### config.mk
export PLATFORM = sky130hd
export DESIGN_NAME = selective_repeat_receiver_flat
export DESIGN_NICKNAME = d
export VERILOG_FILES = /design/src/hw/rtl/srr_pkg.sv /design/src/hw/rtl/srr_if.sv /design/src/hw/rtl/selective_repeat_receiver.sv /design/src/hw/rtl/srr_ram.sv /design/src/flat_wrapper.sv
export VERILOG_INCLUDE_DIRS = /design/src /design/src/hw/rtl
export SDC_FILE = /design/constraint.sdc
export NUM_CORES = 1
export LEC_CHECK = 0
export BUFFER_PORTS_ARGS = -buffer_cell sky130_fd_sc_hd__buf_2
export CAP_MARGIN = 0
export CELL_PAD_IN_SITES_DETAIL_PLACEMENT = 1
export CELL_PAD_IN_SITES_GLOBAL_PLACEMENT = 1
export CORE_ASPECT_RATIO = 1.2
export CORE_MARGIN = 3
export CORE_UTILIZATION = 35
export CTS_CLUSTER_SIZE = 16
export DETAILED_ROUTE_END_ITERATION = 8
export PLACE_DENSITY = 0.6
export SYNTH_ARGS = -nofsm -noshare
export SYNTH_HDL_FRONTEND = slang
export SYNTH_SLANG_ARGS = --single-unit
### constraint.sdc
create_clock -name clock -period 6.8 [get_ports clock]
set_input_delay 1.02 -clock clock [delete_from_list [all_inputs] [get_ports clock]]
set_output_delay 1.02 -clock clock [all_outputs]
set_load 0.05 [all_outputs]
### src/hw/rtl/selective_repeat_receiver_assert.svh
// Assertion macros for the selective-repeat receiver.
// Depends on nothing; included by files that carry concurrent assertions.
`ifndef SELECTIVE_REPEAT_RECEIVER_ASSERT_SVH
`define SELECTIVE_REPEAT_RECEIVER_ASSERT_SVH
`ifndef SYNTHESIS
// Same-cycle implication, checked out of reset.
`define SRR_ASSERT_NOW(label, clk, rst, ante, cons, msg) \
   label: assert property (@(posedge clk) disable iff (rst) (ante) |-> (cons)) \
      else $error(msg);
// Next-cycle implication, checked out of reset.
`define SRR_ASSERT_NEXT(label, clk, rst, ante, cons, msg) \
   label: assert property (@(posedge clk) disable iff (rst) (ante) |=> (cons)) \
      else $error(msg);
`else
`define SRR_ASSERT_NOW(label, clk, rst, ante, cons, msg)
`define SRR_ASSERT_NEXT(label, clk, rst, ante, cons, msg)
`endif
`endif

### src/hw/rtl/srr_pkg.sv
// Shared constants and codes for the selective-repeat receiver.
// Depends on nothing.
package srr_pkg;
   localparam int SEQ_SPACE    = 8;
   localparam int SEQ_BITS     = 3;
   localparam int HALF_SPACE   = SEQ_SPACE / 2;
   localparam int PAYLOAD_BITS = 32;
   localparam int WIN_BITS     = 3;
   localparam int CNT_BITS     = $clog2(HALF_SPACE + 1);

   localparam logic KIND_ACK     = 1'b0;
   localparam logic KIND_DELIVER = 1'b1;

   localparam logic [WIN_BITS-1:0] WIN_RESET = WIN_BITS'(HALF_SPACE);
endpackage

### src/hw/rtl/srr_if.sv
// Request and response channel interfaces of the selective-repeat receiver.
// Depends on srr_pkg for field widths.
interface srr_req_if import srr_pkg::*; ();
   logic                    valid;
   logic                    ready;
   logic [SEQ_BITS-1:0]     seq_num;
   logic [PAYLOAD_BITS-1:0] payload;
   logic                    checksum_ok;

   modport source (output valid, seq_num, payload, checksum_ok, input ready);
   modport sink   (input valid, seq_num, payload, checksum_ok, output ready);
endinterface

interface srr_rsp_if import srr_pkg::*; ();
   logic                    valid;
   logic                    ready;
   logic                    kind;
   logic [SEQ_BITS-1:0]     number;
   logic [PAYLOAD_BITS-1:0] data;
   logic                    last;

   modport source (output valid, kind, number, data, last, input ready);
   modport sink   (input valid, kind, number, data, last, output ready);
endinterface

### src/hw/rtl/selective_repeat_receiver.sv
// Selective-repeat receiver: a good request gives an ack and then the in-order deliveries.
// The ack is loaded into the output register from the ACK state and each delivery from DELIVER.
// Each good request gives one ack and d = 0..4 deliveries, one result per cycle through the
// single output register while it is free; a corrupt request gives no result.
// Reset: synchronous, active high; clears window base, received marks and output valid,
// sets window size to 4. The payload store is not cleared.
module selective_repeat_receiver import srr_pkg::*; (
   input  logic                clock,
   input  logic                reset,
   srr_req_if.sink             req_ch,
   srr_rsp_if.source           rsp_ch,
   input  logic                csr_wr_en,
   input  logic [WIN_BITS-1:0] csr_wr_data
);
`include "selective_repeat_receiver_assert.svh"

   // The sequencer walks through three phases. IDLE takes a request, stores the payload and
   // sets its mark when it falls in the window. ACK puts the acknowledgement into the output
   // register. While that is free, DELIVER gives one received slot per cycle from the base.
   typedef enum logic [1:0] {IDLE, ACK, DELIVER} state_type;

   state_type               state_ff, state_in;
   logic [SEQ_BITS-1:0]     base_ff, base_in;
   logic [SEQ_SPACE-1:0]    mark_ff, mark_in;
   logic [CNT_BITS-1:0]     cnt_ff, cnt_in;
   logic [WIN_BITS-1:0]     win_ff, win_in;
   logic                    in_win_ff, in_win_in;
   logic [SEQ_BITS-1:0]     seq_ff, seq_in;

   logic                    rsp_valid_ff, rsp_valid_in;
   logic                    rsp_kind_ff, rsp_kind_in;
   logic [SEQ_BITS-1:0]     rsp_number_ff, rsp_number_in;
   logic [PAYLOAD_BITS-1:0] rsp_data_ff, rsp_data_in;
   logic                    rsp_last_ff, rsp_last_in;

   logic                    req_fire;
   logic                    out_free;
   logic [WIN_BITS-1:0]     eff_win;
   logic [SEQ_BITS-1:0]     offset;
   logic                    in_win;
   logic                    ram_wr_en;
   logic [PAYLOAD_BITS-1:0] ram_rd_data;
   logic [SEQ_BITS-1:0]     base_next;
   logic                    more;

   assign req_ch.ready = (state_ff == IDLE);
   assign req_fire     = req_ch.valid && req_ch.ready;

   // The output register may be reloaded when empty or when its result is taken now.
   assign out_free = !rsp_valid_ff || rsp_ch.ready;

   // A zero window acts as one; anything above half the space saturates there.
   always_comb begin
      eff_win = win_ff;
      if (win_ff == '0) begin
         eff_win = WIN_BITS'(1);
      end else if (win_ff > WIN_RESET) begin
         eff_win = WIN_RESET;
      end
   end

   // Distance from the window base; the subtraction wraps around the sequence space.
   assign offset    = req_ch.seq_num - base_ff;
   assign in_win    = offset < eff_win;
   assign ram_wr_en = req_fire && req_ch.checksum_ok && in_win;
   assign base_next = base_ff + SEQ_BITS'(1);

   always_comb begin
      state_in      = state_ff;
      base_in       = base_ff;
      mark_in       = mark_ff;
      cnt_in        = cnt_ff;
      in_win_in     = in_win_ff;
      seq_in        = seq_ff;
      win_in        = csr_wr_en ? csr_wr_data : win_ff;
      rsp_valid_in  = rsp_valid_ff && !rsp_ch.ready;
      rsp_kind_in   = rsp_kind_ff;
      rsp_number_in = rsp_number_ff;
      rsp_data_in   = rsp_data_ff;
      rsp_last_in   = rsp_last_ff;
      more          = 1'b0;

      unique case (state_ff)
         IDLE: begin
            if (req_fire && req_ch.checksum_ok) begin
               seq_in    = req_ch.seq_num;
               in_win_in = in_win;
               if (in_win) begin
                  mark_in[req_ch.seq_num] = 1'b1;
               end
               state_in = ACK;
            end
         end
         ACK: begin
            if (out_free) begin
               // Deliveries follow only if the request landed in the window and the
               // base slot is now complete.
               more          = in_win_ff && mark_ff[base_ff];
               rsp_valid_in  = 1'b1;
               rsp_kind_in   = KIND_ACK;
               rsp_number_in = seq_ff;
               rsp_data_in   = '0;
               rsp_last_in   = !more;
               cnt_in        = '0;
               state_in      = more ? DELIVER : IDLE;
            end
         end
         DELIVER: begin
            if (out_free) begin
               // The RAM has been reading the base slot since the previous cycle.
               more = (cnt_ff + CNT_BITS'(1) < CNT_BITS'(HALF_SPACE)) && mark_ff[base_next];
               rsp_valid_in     = 1'b1;
               rsp_kind_in      = KIND_DELIVER;
               rsp_number_in    = base_ff;
               rsp_data_in      = ram_rd_data;
               rsp_last_in      = !more;
               mark_in[base_ff] = 1'b0;
               base_in          = base_next;
               cnt_in           = cnt_ff + CNT_BITS'(1);
               state_in         = more ? DELIVER : IDLE;
            end
         end
         default: begin
            state_in = IDLE;
         end
      endcase
   end

   always_ff @(posedge clock) begin
      if (reset) begin
         state_ff     <= IDLE;
         base_ff      <= '0;
         mark_ff      <= '0;
         cnt_ff       <= '0;
         win_ff       <= WIN_RESET;
         in_win_ff    <= 1'b0;
         rsp_valid_ff <= 1'b0;
      end else begin
         state_ff     <= state_in;
         base_ff      <= base_in;
         mark_ff      <= mark_in;
         cnt_ff       <= cnt_in;
         win_ff       <= win_in;
         in_win_ff    <= in_win_in;
         rsp_valid_ff <= rsp_valid_in;
      end
      seq_ff        <= seq_in;
      rsp_kind_ff   <= rsp_kind_in;
      rsp_number_ff <= rsp_number_in;
      rsp_data_ff   <= rsp_data_in;
      rsp_last_ff   <= rsp_last_in;
   end

   // Payload store. Writes happen only in IDLE; the read address tracks the next base so
   // that the registered read data always belongs to the current base slot.
   srr_ram #(
      .WIDTH (PAYLOAD_BITS),
      .DEPTH (SEQ_SPACE)
   ) u_store (
      .clock   (clock),
      .wr_en   (ram_wr_en),
      .wr_addr (req_ch.seq_num),
      .wr_data (req_ch.payload),
      .rd_addr (base_in),
      .rd_data (ram_rd_data)
   );

   assign rsp_ch.valid  = rsp_valid_ff;
   assign rsp_ch.kind   = rsp_kind_ff;
   assign rsp_ch.number = rsp_number_ff;
   assign rsp_ch.data   = rsp_data_ff;
   assign rsp_ch.last   = rsp_last_ff;

   // A delivery phase only ever sits on a slot that has been received.
   `SRR_ASSERT_NOW(a_deliver_marked, clock, reset, state_ff == DELIVER, mark_ff[base_ff], "delivering an unreceived slot")
   // No more than half the space is delivered for one request.
   `SRR_ASSERT_NOW(a_cnt_bound, clock, reset, 1'b1, cnt_ff <= CNT_BITS'(HALF_SPACE), "delivery count overflow")
   // A good request blocks the input until its results are sequenced.
   `SRR_ASSERT_NEXT(a_busy_after_good, clock, reset, req_fire && req_ch.checksum_ok, !req_ch.ready, "input ready while busy")
   // A corrupt request leaves the window base and marks untouched.
   `SRR_ASSERT_NEXT(a_bad_no_change, clock, reset, req_fire && !req_ch.checksum_ok, $stable(base_ff) && $stable(mark_ff), "corrupt request changed state")
endmodule

### src/hw/rtl/srr_ram.sv
// Generic single-write, single-read RAM with registered read data.
// Depends on nothing.
module srr_ram #(
   parameter int WIDTH = 32,
   parameter int DEPTH = 8
) (
   input  logic                     clock,
   input  logic                     wr_en,
   input  logic [$clog2(DEPTH)-1:0] wr_addr,
   input  logic [WIDTH-1:0]         wr_data,
   input  logic [$clog2(DEPTH)-1:0] rd_addr,
   output logic [WIDTH-1:0]         rd_data
);
   logic [WIDTH-1:0] mem_ff [DEPTH];
   logic [WIDTH-1:0] rd_data_ff;

   always_ff @(posedge clock) begin
      if (wr_en) begin
         mem_ff[wr_addr] <= wr_data;
      end
      rd_data_ff <= mem_ff[rd_addr];
   end

   assign rd_data = rd_data_ff;
endmodule
### src/flat_wrapper.sv
// flat-port wrapper written by rule: the top's interface ports become plain ports
module selective_repeat_receiver_flat import srr_pkg::*;
  (clock, reset, csr_wr_en, csr_wr_data, req_ch_valid, req_ch_seq_num, req_ch_payload, req_ch_checksum_ok, req_ch_ready, rsp_ch_valid, rsp_ch_kind, rsp_ch_number, rsp_ch_data, rsp_ch_last, rsp_ch_ready);
  srr_req_if req_ch_i ();
  srr_rsp_if rsp_ch_i ();
  input  logic clock;
  input  logic reset;
  input  logic csr_wr_en;
  input  logic [WIN_BITS-1:0] csr_wr_data;
  input wire logic [$bits(req_ch_i.valid)-1:0] req_ch_valid;
  input wire logic [$bits(req_ch_i.seq_num)-1:0] req_ch_seq_num;
  input wire logic [$bits(req_ch_i.payload)-1:0] req_ch_payload;
  input wire logic [$bits(req_ch_i.checksum_ok)-1:0] req_ch_checksum_ok;
  output wire logic [$bits(req_ch_i.ready)-1:0] req_ch_ready;
  output wire logic [$bits(rsp_ch_i.valid)-1:0] rsp_ch_valid;
  output wire logic [$bits(rsp_ch_i.kind)-1:0] rsp_ch_kind;
  output wire logic [$bits(rsp_ch_i.number)-1:0] rsp_ch_number;
  output wire logic [$bits(rsp_ch_i.data)-1:0] rsp_ch_data;
  output wire logic [$bits(rsp_ch_i.last)-1:0] rsp_ch_last;
  input wire logic [$bits(rsp_ch_i.ready)-1:0] rsp_ch_ready;
  assign req_ch_i.valid = req_ch_valid;
  assign req_ch_i.seq_num = req_ch_seq_num;
  assign req_ch_i.payload = req_ch_payload;
  assign req_ch_i.checksum_ok = req_ch_checksum_ok;
  assign req_ch_ready = req_ch_i.ready;
  assign rsp_ch_valid = rsp_ch_i.valid;
  assign rsp_ch_kind = rsp_ch_i.kind;
  assign rsp_ch_number = rsp_ch_i.number;
  assign rsp_ch_data = rsp_ch_i.data;
  assign rsp_ch_last = rsp_ch_i.last;
  assign rsp_ch_i.ready = rsp_ch_ready;
  selective_repeat_receiver u_core (.clock(clock), .reset(reset), .req_ch(req_ch_i), .rsp_ch(rsp_ch_i), .csr_wr_en(csr_wr_en), .csr_wr_data(csr_wr_data));
endmodule
==> results.cfg <==
[global_routing]
grt_pass1_wl_um = 41300
antenna_found_initial = 3
grt_max_degree = 66
gr-usage-all-layers = 0.136
grt_pass1_vias = 6855
grt.overflow.total = 0

[yosys]
synth_cells = 641
synthesis.nets = 695
synth.avg_cell_area_um2 = 20.3
ys_ff_latch = 349
synth_common_cells = edfxtp_1 (296), mux4_2 (66), dfxtp_1 (53)
synth-main-ff-cell = edfxtp_1
async_reset_ff_frac = 0
synth_top_area_share = 0.682
synth_top_area_cell = edfxtp_1
synth.cell_area_mm2 = 0.0130
synth.distinct_cells = 47
synth_edf_count = 296
synth-seq-area-share = 0.763
yosysWarningCount = 0
synth.area.top_cells = edfxtp_1 (68%), mux4_2 (11%), dfxtp_1 (8.1%)
yosysMostFrequentCell = edfxtp_1

[sta]
min_period_ps = 4180
drv_slew = 0
final.setup.tns_ps = 0
setup_viol = 0
period_share = 0.615
worstMarginPinSlew_ps = 1220
maxSlewHeadroom = 0.185
hold_violations = 0
max_freq_ghz = 0.239
rsz0062_at_grt = no
clock_skew_ps = 18.4

[drt]
firstDrtPassIters = 4
wl_per_cell_um = 21.5
viasPerCell = 4.95
vias = 6132
wl_um = 26600
drc = 0
drt_iter0_drc = 455
postRouteAntennaNets = 0

[clock_network]
cts_resized = 0
cts_setup_buffers = 0
cts_buffers = 37
clk_latency_ps = 540
cts.clk_slew.worst_paths_ps = 50
cts_root_buf = clkbuf_16
cts_max_path_buffers = 3
postCtsHoldBufs = 0
cts_tree = done
cts.sinks = 349
htreeDepth = 2

[pwr]
power_density_mw_per_mm2 = 288
peakVddDrop_mv = 0.137
p_leak_uw = 0.00514

[floorplanning]
num_rows = 76
core_area_mm2 = 0.0363
die_height_um = 217
die_w_um = 182
start_util = 0.359
io_pins = 83
fp.dieArea_mm2 = 0.0396

[critical_path]
required_ps = 6930
crit_path_start_kind = input pin
crit_path_max_fanout = 32
critPathCaptureType = register
path_class = input pin to register
arrival_ps = 4310

[final_layout]
fin_cells = 1238
nets = 793
multiInputGateArea_mm2 = 0.00297
drive_gt1_frac = 0.344
final.fill_count = 3467
regArea_mm2 = 0.00995
area_delta_synth_final_pct = 16.5

[hold_path]
hold_path.class = register to register

[flow_run]
maxCapViolCount = 0

[place]
placedCellCount = 1168
dp_hpwl_um = 15600
io_buffers = 82
gp_congestion = 0.848

[run_status]
status = finished clean
-- report_power, final --
part | switching [uW] | internal, uW
Sequential | 7.42 | 2350
Clock | 803 | 1090
Combinational | 94.7 | 30.1
-- worst max-delay path: stages --
cell	delay, ps
buf_2	160
inv_1	120
ha_1	240
fa_1	380
xnor2_1	140
xnor2_1	130
ha_1	340
a211oi_2	380
nand3_1	360
nor2_4	1020
-- cell usage in the layout, fill, tap and decap left out, types with 5 or more instances in the layout --
| master | count |
|---|---|
| nor2_4 | 6 |
| clkinv_1 | 7 |
| ha_1 | 8 |
| buf_4 | 8 |
| inv_1 | 12 |
| a21oi_1 | 7 |
| nand2_1 | 12 |
| and2_1 | 32 |
| o21ai_0 | 5 |
| mux4_2 | 66 |
| mux2_2 | 38 |
| nand3_1 | 11 |
| clkbuf_1 | 8 |
| clkinv_2 | 5 |
| buf_2 | 82 |
| nor2_1 | 12 |
| edfxtp_1 | 296 |
| clkbuf_16 | 37 |
| dfxtp_1 | 53 |
-- logic make-up (layout without fill, tap and decap cells) --
| logic type | count (synthesis) | count (layout) | share of synthesized area |
|---|---|---|---|
| other cells | 0 | 2 | 0 |
| compound gates | 37 | 37 | 0.0203 |
| flops | 349 | 349 | 0.763 |
| buf+inv | 44 | 171 | 0.0171 |
| mux | 107 | 107 | 0.149 |
| xor+xnor | 6 | 6 | 0.00403 |
| fa+ha+maj | 10 | 10 | 0.0102 |
| simple gates | 88 | 88 | 0.0362 |
-- registers in the layout (all words and copies together), names as in the netlist, 2 cells and up --
signal	flops
u_core.u_store.rd_data	32
u_core.rsp_ch.number	3
u_core.seq_ff	3
u_core.base_ff	3
u_core.u_store.mem_ff	256
u_core.rsp_ch.data	32
u_core.state_ff	2
u_core.win_ff	3
u_core.mark_ff	8
u_core.cnt_ff	3
-- path summary, 6_finish.rpt --
check,from,to,slack [ps],depth (start not counted)
setup / recovery,req_ch_seq_num[0],u_core.u_store.mem_ff[2][8],2620,10
hold / removal,u_core.cnt_ff[1],u_core.cnt_ff[1],480,2
setup reg to reg,u_core.state_ff[0],u_core.u_store.rd_data[16],2770,8
hold reg to reg,u_core.cnt_ff[1],u_core.cnt_ff[1],480,2
-- layer usage --
layer / GRT usage / vias up / part of all wire / wire [um]
li1: - / 2752 / - / -
met1: 0.172 / 3201 / 0.42 / 11200
met2: 0.235 / 138 / 0.52 / 13700
met3: 0.0289 / 37 / 0.046 / 1230
met4: 0.0414 / 4 / 0.017 / 454
met5: 0 / - / 0.0013 / 34
-- stage by stage --
stage | util | cell area, um2 | hold slack, ps | power (uW) | setup slack [ps]
finish | 0.418 | 15200 | 480 | 4370 | 2620
global route | 0.418 | 15200 | 519 | 4540 | 2320
global placement | 0.386 | 14000 | 444 | 2520 | 2120
detailed placement | 0.386 | 14000 | 482 | 2530 | 2020
CTS | 0.418 | 15200 | 491 | 4430 | 2550
floorplan | - | 13000 | 436 | 2470 | 1210
-- final cells by class --
type | count | share of cell area
clock inverters | 23 | 0.0133
flip-flops and latches | 349 | 0.655
well taps | 468 | 0.0385
diodes | 2 | 0.000329
clock buffers | 45 | 0.0629
multi-input cells | 248 | 0.196
repair buffers | 90 | 0.0310
inverters | 13 | 0.00321
Note: power is estimated with default switching activity, not from simulation.
